===== config.mk =====
export PLATFORM = sky130hd
export DESIGN_NAME = byte_lane_realign_fifo_top
export DESIGN_NICKNAME = d
export VERILOG_FILES = /design/src/hdl/blr_pkg.sv /design/src/hdl/blr_lane_mem.sv /design/src/hdl/blr_ctrl.sv /design/src/hdl/byte_lane_realign_fifo_top.sv
export SDC_FILE = /design/constraint.sdc
export NUM_CORES = 1
export LEC_CHECK = 0
export BUFFER_PORTS_ARGS = -buffer_cell sky130_fd_sc_hd__buf_2
export CORE_ASPECT_RATIO = 1.5
export CORE_MARGIN = 2
export CORE_UTILIZATION = 55
export CTS_BUF_LIST = sky130_fd_sc_hd__clkbuf_4 sky130_fd_sc_hd__clkbuf_8 sky130_fd_sc_hd__clkbuf_16
export DETAILED_ROUTE_END_ITERATION = 6
export MAX_ROUTING_LAYER = met4
export PLACE_DENSITY = 0.81
export SLEW_MARGIN = 20
export SYNTH_ARGS = -nofsm -noshare
export SYNTH_HDL_FRONTEND = slang
export SYNTH_SLANG_ARGS = --single-unit

===== constraint.sdc =====
create_clock -name clk -period 7.6 [get_ports clk]
set_clock_uncertainty 0.2 [all_clocks]
set_input_delay 0.76 -clock clk [delete_from_list [all_inputs] [get_ports clk]]
set_output_delay 0.76 -clock clk [all_outputs]
set_load 0.1 [all_outputs]

===== src/hdl/blr_pkg.sv =====
`timescale 1ns / 1ps
// ---------------------------------------------------------------------------
// blr_pkg
// Types, constants and helpers shared by the byte-lane realignment buffer.
// ---------------------------------------------------------------------------
package blr_pkg;

    localparam int LANES_DEF = 8;
    localparam int DEPTH_DEF = 4;
    localparam int BUS_BYTES = 8;
    localparam int HELD_W    = 6;

    typedef enum logic {
        CMD_PUSH = 1'b0,
        CMD_POP  = 1'b1
    } cmd_e;

    typedef struct packed {
        cmd_e        cmd;
        logic        same_cycle;
        logic [7:0]  mask;
        logic [2:0]  shift;
        logic [63:0] data_in;
    } req_item_t;

    typedef struct packed {
        logic        accepted;
        logic [63:0] data_out;
        logic [5:0]  bytes_held;
    } rsp_item_t;

    // beat decision handed from the controller to the result stage
    typedef struct packed {
        logic        ok;
        logic        pop;
        logic [7:0]  mask;
        logic [2:0]  shift;
        logic [5:0]  held;
    } blr_dec_t;

    // (idx + shift) mod lanes for idx < lanes, lanes from 1 to 8
    function automatic logic [3:0] lane_rot(input logic [3:0] idx,
                                            input logic [2:0] shift,
                                            input logic [3:0] lanes);
        logic [3:0] v;
        v = idx + {1'b0, shift};
        for (int k = 0; k < 8; k++)
        begin
            if (v >= lanes)
            begin
                v = v - lanes;
            end
        end
        return v;
    endfunction

endpackage


===== src/hdl/blr_lane_mem.sv =====
`timescale 1ns / 1ps
// ---------------------------------------------------------------------------
// blr_lane_mem
// One byte lane of storage: single write port, registered read port.
// ---------------------------------------------------------------------------
module blr_lane_mem
    import blr_pkg::*;
#(
    parameter int DEPTH = DEPTH_DEF,
    parameter int AW    = (DEPTH > 1) ? $clog2(DEPTH) : 1
)
(
    input  logic          clk,
    input  logic          we,
    input  logic [AW-1:0] waddr,
    input  logic [7:0]    wdata,
    input  logic          re,
    input  logic [AW-1:0] raddr,
    output logic [7:0]    rdata
);

    logic [7:0] mem [DEPTH];
    logic [7:0] rdata_reg;

    always_ff @(posedge clk)
    begin
        if (we)
        begin
            mem[waddr] <= wdata;
        end
    end

    always_ff @(posedge clk)
    begin
        if (re)
        begin
            rdata_reg <= mem[raddr];
        end
    end

    assign rdata = rdata_reg;

endmodule


===== src/hdl/blr_ctrl.sv =====
`timescale 1ns / 1ps
// ---------------------------------------------------------------------------
// blr_ctrl
// Lane bookkeeping: heads, fill counts, same-cycle push flags and the byte
// total; judges each beat and drives the lane memory ports.
// ---------------------------------------------------------------------------
module blr_ctrl
    import blr_pkg::*;
#(
    parameter int LANES = LANES_DEF,
    parameter int DEPTH = DEPTH_DEF,
    parameter int AW    = (DEPTH > 1) ? $clog2(DEPTH) : 1
)
(
    input  logic          clk,
    input  logic          rst_n,
    input  logic          fire,
    input  req_item_t     req,
    output logic          mem_we    [LANES],
    output logic [AW-1:0] mem_waddr [LANES],
    output logic [7:0]    mem_wdata [LANES],
    output logic          mem_re    [LANES],
    output logic [AW-1:0] mem_raddr [LANES],
    output blr_dec_t      dec
);

    localparam int CW = $clog2(DEPTH + 1);
    localparam int SW = CW + 1;
    localparam int TW = $clog2(LANES * DEPTH + 1);
    localparam int LW = (LANES > 1) ? $clog2(LANES) : 1;

    logic [AW-1:0] head_reg [LANES];
    logic [AW-1:0] head_next [LANES];
    logic [CW-1:0] cnt_reg [LANES];
    logic [CW-1:0] cnt_next [LANES];
    logic [LANES-1:0] lpn_reg, lpn_next;
    logic          pt_reg, pt_next;
    logic [TW-1:0] total_reg, total_next;

    logic [LANES-1:0] lpn_eff, full, vis, push_en, pop_en;
    logic          pt_eff, push_ok, pop_ok, ok, is_pop, do_push, do_pop;
    logic [TW-1:0] nbytes;

    always_comb
    begin
        logic [3:0] l_src;
        pt_eff = req.same_cycle & pt_reg;
        is_pop = (req.cmd == CMD_POP);
        nbytes = '0;
        for (int l = 0; l < LANES; l++)
        begin
            lpn_eff[l] = req.same_cycle & lpn_reg[l];
            full[l]    = (cnt_reg[l] == CW'(DEPTH));
            vis[l]     = (cnt_reg[l] != '0) && !(lpn_eff[l] && cnt_reg[l] == CW'(1));
            push_en[l] = req.mask[l];
            nbytes     = nbytes + TW'(req.mask[l]);
        end
        pop_en = '0;
        for (int j = 0; j < LANES; j++)
        begin
            l_src = lane_rot(4'(j), req.shift, 4'(LANES));
            if (req.mask[j])
            begin
                pop_en[l_src[LW-1:0]] = 1'b1;
            end
        end
        push_ok = !pt_eff && ((push_en & full) == '0);
        pop_ok  = ((pop_en & ~vis) == '0);
        ok      = is_pop ? pop_ok : push_ok;
        do_push = fire && !is_pop && ok;
        do_pop  = fire && is_pop && ok;
    end

    // memory ports
    always_comb
    begin
        logic [SW-1:0] slot;
        logic [3:0]    src;
        for (int l = 0; l < LANES; l++)
        begin
            slot = SW'(head_reg[l]) + SW'(cnt_reg[l]);
            if (slot >= SW'(DEPTH))
            begin
                slot = slot - SW'(DEPTH);
            end
            src           = lane_rot(4'(l), req.shift, 4'(LANES));
            mem_we[l]     = do_push && push_en[l];
            mem_waddr[l]  = AW'(slot);
            mem_wdata[l]  = req.data_in[8*src[2:0] +: 8];
            mem_re[l]     = do_pop && pop_en[l];
            mem_raddr[l]  = head_reg[l];
        end
    end

    // bookkeeping next values
    always_comb
    begin
        pt_next    = pt_reg;
        lpn_next   = lpn_reg;
        total_next = total_reg;
        for (int l = 0; l < LANES; l++)
        begin
            head_next[l] = head_reg[l];
            cnt_next[l]  = cnt_reg[l];
        end
        if (fire)
        begin
            pt_next  = pt_eff | do_push;
            lpn_next = lpn_eff | ({LANES{do_push}} & push_en);
            if (do_push)
            begin
                total_next = total_reg + nbytes;
            end
            else if (do_pop)
            begin
                total_next = total_reg - nbytes;
            end
            for (int l = 0; l < LANES; l++)
            begin
                if (do_push && push_en[l])
                begin
                    cnt_next[l] = cnt_reg[l] + CW'(1);
                end
                else if (do_pop && pop_en[l])
                begin
                    cnt_next[l]  = cnt_reg[l] - CW'(1);
                    head_next[l] = (head_reg[l] == AW'(DEPTH - 1)) ? '0
                                                                   : head_reg[l] + AW'(1);
                end
            end
        end
    end

    always_ff @(posedge clk or negedge rst_n)
    begin
        if (!rst_n)
        begin
            pt_reg    <= 1'b0;
            lpn_reg   <= '0;
            total_reg <= '0;
            for (int l = 0; l < LANES; l++)
            begin
                head_reg[l] <= '0;
                cnt_reg[l]  <= '0;
            end
        end
        else
        begin
            pt_reg    <= pt_next;
            lpn_reg   <= lpn_next;
            total_reg <= total_next;
            for (int l = 0; l < LANES; l++)
            begin
                head_reg[l] <= head_next[l];
                cnt_reg[l]  <= cnt_next[l];
            end
        end
    end

    always_comb
    begin
        dec.ok    = ok;
        dec.pop   = is_pop;
        dec.mask  = req.mask;
        dec.shift = req.shift;
        dec.held  = HELD_W'(total_next);
    end

endmodule


===== src/hdl/byte_lane_realign_fifo_top.sv =====
`timescale 1ns / 1ps
// ---------------------------------------------------------------------------
// byte_lane_realign_fifo_top
// Byte-lane realignment buffer: LANES per-lane byte FIFOs with rotated
// push and pop beats and all-or-nothing acceptance.
// ---------------------------------------------------------------------------
// Each beat produces one result item: the beat is judged and the lane
// memories are written or read in the accept cycle, and the registered
// read data of the lane memories is assembled into the result register
// once that register is empty or being drained. A new beat is taken only
// after the previous one was loaded there. Lane memories need no clearing
// after reset since a lane entry is only ever read after it was pushed.
// ---------------------------------------------------------------------------
module byte_lane_realign_fifo_top
    import blr_pkg::*;
#(
    parameter int LANES = LANES_DEF,
    parameter int DEPTH = DEPTH_DEF
)
(
    input  logic      clk,
    input  logic      rst_n,
    input  logic      req_valid,
    output logic      req_ready,
    input  req_item_t req,
    output logic      rsp_valid,
    input  logic      rsp_ready,
    output rsp_item_t rsp
);

    localparam int AW = (DEPTH > 1) ? $clog2(DEPTH) : 1;
    localparam int LW = (LANES > 1) ? $clog2(LANES) : 1;

    logic          mem_we    [LANES];
    logic [AW-1:0] mem_waddr [LANES];
    logic [7:0]    mem_wdata [LANES];
    logic          mem_re    [LANES];
    logic [AW-1:0] mem_raddr [LANES];
    logic [7:0]    mem_rdata [LANES];

    blr_dec_t  dec, dec_reg;
    logic      pend_reg, pend_next;
    logic      out_valid_reg, out_valid_next;
    rsp_item_t rsp_reg, rsp_next;
    logic      fire, load;

    assign req_ready = !pend_reg;
    assign fire      = req_valid && req_ready;
    assign load      = pend_reg && (!out_valid_reg || rsp_ready);

    blr_ctrl #(
        .LANES (LANES),
        .DEPTH (DEPTH),
        .AW    (AW)
    ) u_ctrl (
        .clk       (clk),
        .rst_n     (rst_n),
        .fire      (fire),
        .req       (req),
        .mem_we    (mem_we),
        .mem_waddr (mem_waddr),
        .mem_wdata (mem_wdata),
        .mem_re    (mem_re),
        .mem_raddr (mem_raddr),
        .dec       (dec)
    );

    for (genvar l = 0; l < LANES; l++)
    begin : g_lane
        blr_lane_mem #(
            .DEPTH (DEPTH),
            .AW    (AW)
        ) u_mem (
            .clk   (clk),
            .we    (mem_we[l]),
            .waddr (mem_waddr[l]),
            .wdata (mem_wdata[l]),
            .re    (mem_re[l]),
            .raddr (mem_raddr[l]),
            .rdata (mem_rdata[l])
        );
    end

    // result assembly from the lane read data
    always_comb
    begin
        logic [3:0] lane;
        rsp_next.accepted   = dec_reg.ok;
        rsp_next.bytes_held = dec_reg.held;
        rsp_next.data_out   = '0;
        for (int j = 0; j < BUS_BYTES; j++)
        begin
            lane = lane_rot(4'(j % LANES), dec_reg.shift, 4'(LANES));
            if (j < LANES && dec_reg.ok && dec_reg.pop && dec_reg.mask[j])
            begin
                rsp_next.data_out[8*j +: 8] = mem_rdata[lane[LW-1:0]];
            end
        end
    end

    always_comb
    begin
        pend_next      = pend_reg;
        out_valid_next = out_valid_reg;
        if (rsp_valid && rsp_ready)
        begin
            out_valid_next = 1'b0;
        end
        if (load)
        begin
            pend_next      = 1'b0;
            out_valid_next = 1'b1;
        end
        if (fire)
        begin
            pend_next = 1'b1;
        end
    end

    always_ff @(posedge clk or negedge rst_n)
    begin
        if (!rst_n)
        begin
            pend_reg      <= 1'b0;
            out_valid_reg <= 1'b0;
        end
        else
        begin
            pend_reg      <= pend_next;
            out_valid_reg <= out_valid_next;
        end
    end

    always_ff @(posedge clk)
    begin
        if (fire)
        begin
            dec_reg <= dec;
        end
        if (load)
        begin
            rsp_reg <= rsp_next;
        end
    end

    assign rsp_valid = out_valid_reg;
    assign rsp       = rsp_reg;

endmodule


==> results.py <==
metrics = {
    "detailed_routing": {
        "drt_iter0_drc": 1308,
        "wl_met3_mm": 4.72,
        "wl_per_cell_um": 27.0,
        "met2_length_mm": 31.1,
        "top_layer": "met4",
        "dr.pass1.iters": 5,
        "drc": 0,
        "vias": 14629,
        "drt-vias-per-instance": 6.44,
        "wirelength_mm": 61.4,
        "wl_met1_mm": 21.2,
        "antenna_left": 0,
    },
    "floorplanning": {
        "initial_core_util": 0.557,
        "core_region_area_um2": 42800,
        "die_w_um": 174,
        "dieArea_um2": 45100,
        "ios": 154,
        "rows": 93,
        "die_h_um": 259,
    },
    "clocking": {
        "insertion_delay_ns": 0.57,
        "ctsResizeCount": 0,
        "ctsHoldBuffers": 0,
        "htreeDepth": 2,
        "cts_buffer_depth": 3,
        "cts_tree": "done",
        "numCtsBuffers": 42,
        "post-cts-setup-buffers": 0,
        "clkSinkCount": 467,
        "clkTransAtPathRegs_ns": 0.07,
        "clock-root-buffer": "clkbuf_16",
    },
    "setup_path": {
        "cp.required_ns": 7.63,
        "cp_slowest_stage_delay_ns": 0.79,
        "critPathArrivalTime_ns": 4.93,
        "crit_fanout": 37,
        "worst_setup_path_start_kind": "primary input",
        "slowest_stage": "o21a_2",
        "crit_type": "in -> reg",
        "cp_common_cell": "inv_1",
        "path_cells": "buf_2, inv_1, ha_1, buf_4, inv_1, mux2_2, a21oi_1, o21a_2, nand2_2, inv_1",
        "end_kind": "flop",
    },
    "timing": {
        "min_period_ns": 4.90,
        "whs_ns": 0.178,
        "worst_slack_ns": 2.70,
        "finalSetupViolCount": 0,
        "max_freq_mhz": 204,
        "finalCritPeriodShare": 0.644,
        "maxSlewViolCount": 0,
        "fin_tns_setup_ns": 0,
        "worstMarginPinSlew_ns": 1.10,
        "relSlewSlack": 0.261,
        "finalHoldViolCount": 0,
        "rsz0062_at_grt": "false",
    },
    "yosys": {
        "synthCells": 1529,
        "yosysWarningCount": 0,
        "ys.flop_type": "edfxtp_1",
        "synth_area_um2": 23900,
        "async_flop_share": 0.122,
        "ys_ff_latch": 467,
        "synth_most_common_cell": "edfxtp_1",
        "avgSynthCellArea_um2": 15.6,
        "yosysUniqueCellTypes": 70,
        "synth_area_leaders": "edfxtp_1 (52%), mux4_2 (18%), dfrtp_1 (6.0%)",
        "syn_nets": 1684,
        "ys_seq_area_frac": 0.576,
        "yosysTopAreaCell": "edfxtp_1",
        "synth_top_area_share": 0.516,
        "synth_commonest_cells": "edfxtp_1 (410), nand2_1 (199), mux4_2 (192)",
        "synth-edff-count": 410,
    },
    "placed_design": {
        "place_congestion": 0.969,
        "pre_cts_ws_ns": 2.16,
        "hpwl_mm": 46.1,
        "portBuffers": 153,
    },
    "power": {
        "power_density_nw_per_um2": 310,
        "peakVddDrop_mv": 0.202,
        "leakage_uw": 0.00968,
    },
    "global_routing": {
        "antenna_found_initial": 0,
        "grt_usage": 0.284,
        "grt_pass1_vias": 14200,
        "grt_overflow": 0,
        "grt_pass1_wl_mm": 90.6,
        "grt_max_degree": 80,
    },
    "final_layout": {
        "layout-drive-gt1-share": 0.319,
        "syn2layout_area_growth_pct": 11.7,
        "antenna_cells": 0,
        "nNetsFinal": 1824,
        "largest_reg_flops": 256,
        "num-fill-cells": 3121,
    },
    "run_status": {
        "status": "completed",
    },
    "worst_hold_path": {
        "hp-class": "in -> async",
    },
    "flow_run": {
        "cap_violations": 0,
    },
}
layout by cell type (no fill, tap or decap), types with 4 or more instances in the layout:
| cell | count |
|---|---|
| mux4_2 | 192 |
| a21o_1 | 6 |
| o21a_1 | 6 |
| mux2_2 | 52 |
| clkinv_1 | 9 |
| nand2_1 | 199 |
| edfxtp_1 | 410 |
| mux2_4 | 12 |
| a21oi_1 | 71 |
| buf_2 | 152 |
| nand3_4 | 5 |
| a221oi_1 | 5 |
| inv_1 | 58 |
| xor2_1 | 8 |
| ha_1 | 67 |
| clkbuf_16 | 42 |
| mux2i_1 | 21 |
| nor2_1 | 61 |
| xnor2_1 | 31 |
| a31oi_1 | 16 |
| a22oi_1 | 8 |
| and3_1 | 9 |
| dfrtp_1 | 57 |
| xnor2_2 | 4 |
| nor2b_1 | 7 |
| nand2_2 | 5 |
| clkinv_2 | 5 |
| nand3_1 | 26 |
| nor3_1 | 16 |
| a32oi_1 | 5 |
| and2_1 | 11 |
| nor3_2 | 4 |
| buf_4 | 21 |
| bufinv_16 | 7 |
| o311ai_1 | 4 |
| fa_1 | 6 |
| o21ai_0 | 10 |
| clkbuf_4 | 7 |
metrics by stage:
stage                     instance area [um^2]  total power, uW  cells   util
after CTS                                26600             8280   2273  0.622
after detailed placement                 25200             6050   2195  0.588
after floorplan                          23900             5390   1529      -
after global routing                     26600             8590   2273  0.622
after global placement                   25100             5940   2195  0.587
final                                    26600             8270   2273  0.622
final timing paths:
path | start | end | slack [ns] | cells past startpoint
worst max-delay path | req[65] | g_lane[6].u_mem.rdata[6] | 2.70 | 10
min in group clk | dec_reg[4] | rsp[4] | 0.22 | 0
worst min register to register | dec_reg[4] | rsp[4] | 0.22 | 0
max in group asynchronous | rst_n | rsp_valid | 6.40 | 2
worst max register to register | u_ctrl.cnt_reg[16] | g_lane[6].u_mem.rdata[6] | 4.02 | 9
worst min-delay path | rst_n | u_ctrl.cnt_reg[12] | 0.18 | 2
cell type report:
class	instances	area (um^2)	area share
Multi-Input combinational cell	925	9590	0.360
Inverter	60	225	0.00845
Clock buffer	49	1100	0.0414
Timing Repair Buffer	173	918	0.0345
Sequential cell	467	13700	0.516
Clock inverter	29	355	0.0133
Tap cell	570	713	0.0268
worst max-delay path: cells and delay by family:
| kind | cells | cell delay [ns] |
|---|---|---|
| compound gates | 2 | 0.99 |
| fa+ha+maj | 1 | 0.32 |
| buf+inv | 5 | 2.16 |
| mux | 1 | 0.43 |
| simple gates | 1 | 0.22 |
routing by layer:
metal	up-vias	global-route usage
met1	7395	0.329
met4	0	0.175
met3	173	0.0372
met2	809	0.474
met5	-	-
li1	6252	-
cells by family (layout without fill, tap and decap cells):
group                      Yosys count  in the layout  share of synthesized area
adders and majority gates           74             74                     0.0407
xor gates and xnor gates            44             44                     0.0173
and+or+nand+nor                    364            364                     0.0700
DFF                                467            467                      0.576
buffers and inverters              137            311                     0.0242
AOI/OAI and AO/OA                  161            161                     0.0458
muxes                              282            282                      0.226
power breakdown:
| part | total, uW | switching, uW | internal [uW] |
|---|---|---|---|
| clock network | 2230 | 936 | 1290 |
| logic | 2460 | 1470 | 997 |
| registers | 3580 | 379 | 3200 |
(Power assumes the default switching activity.)
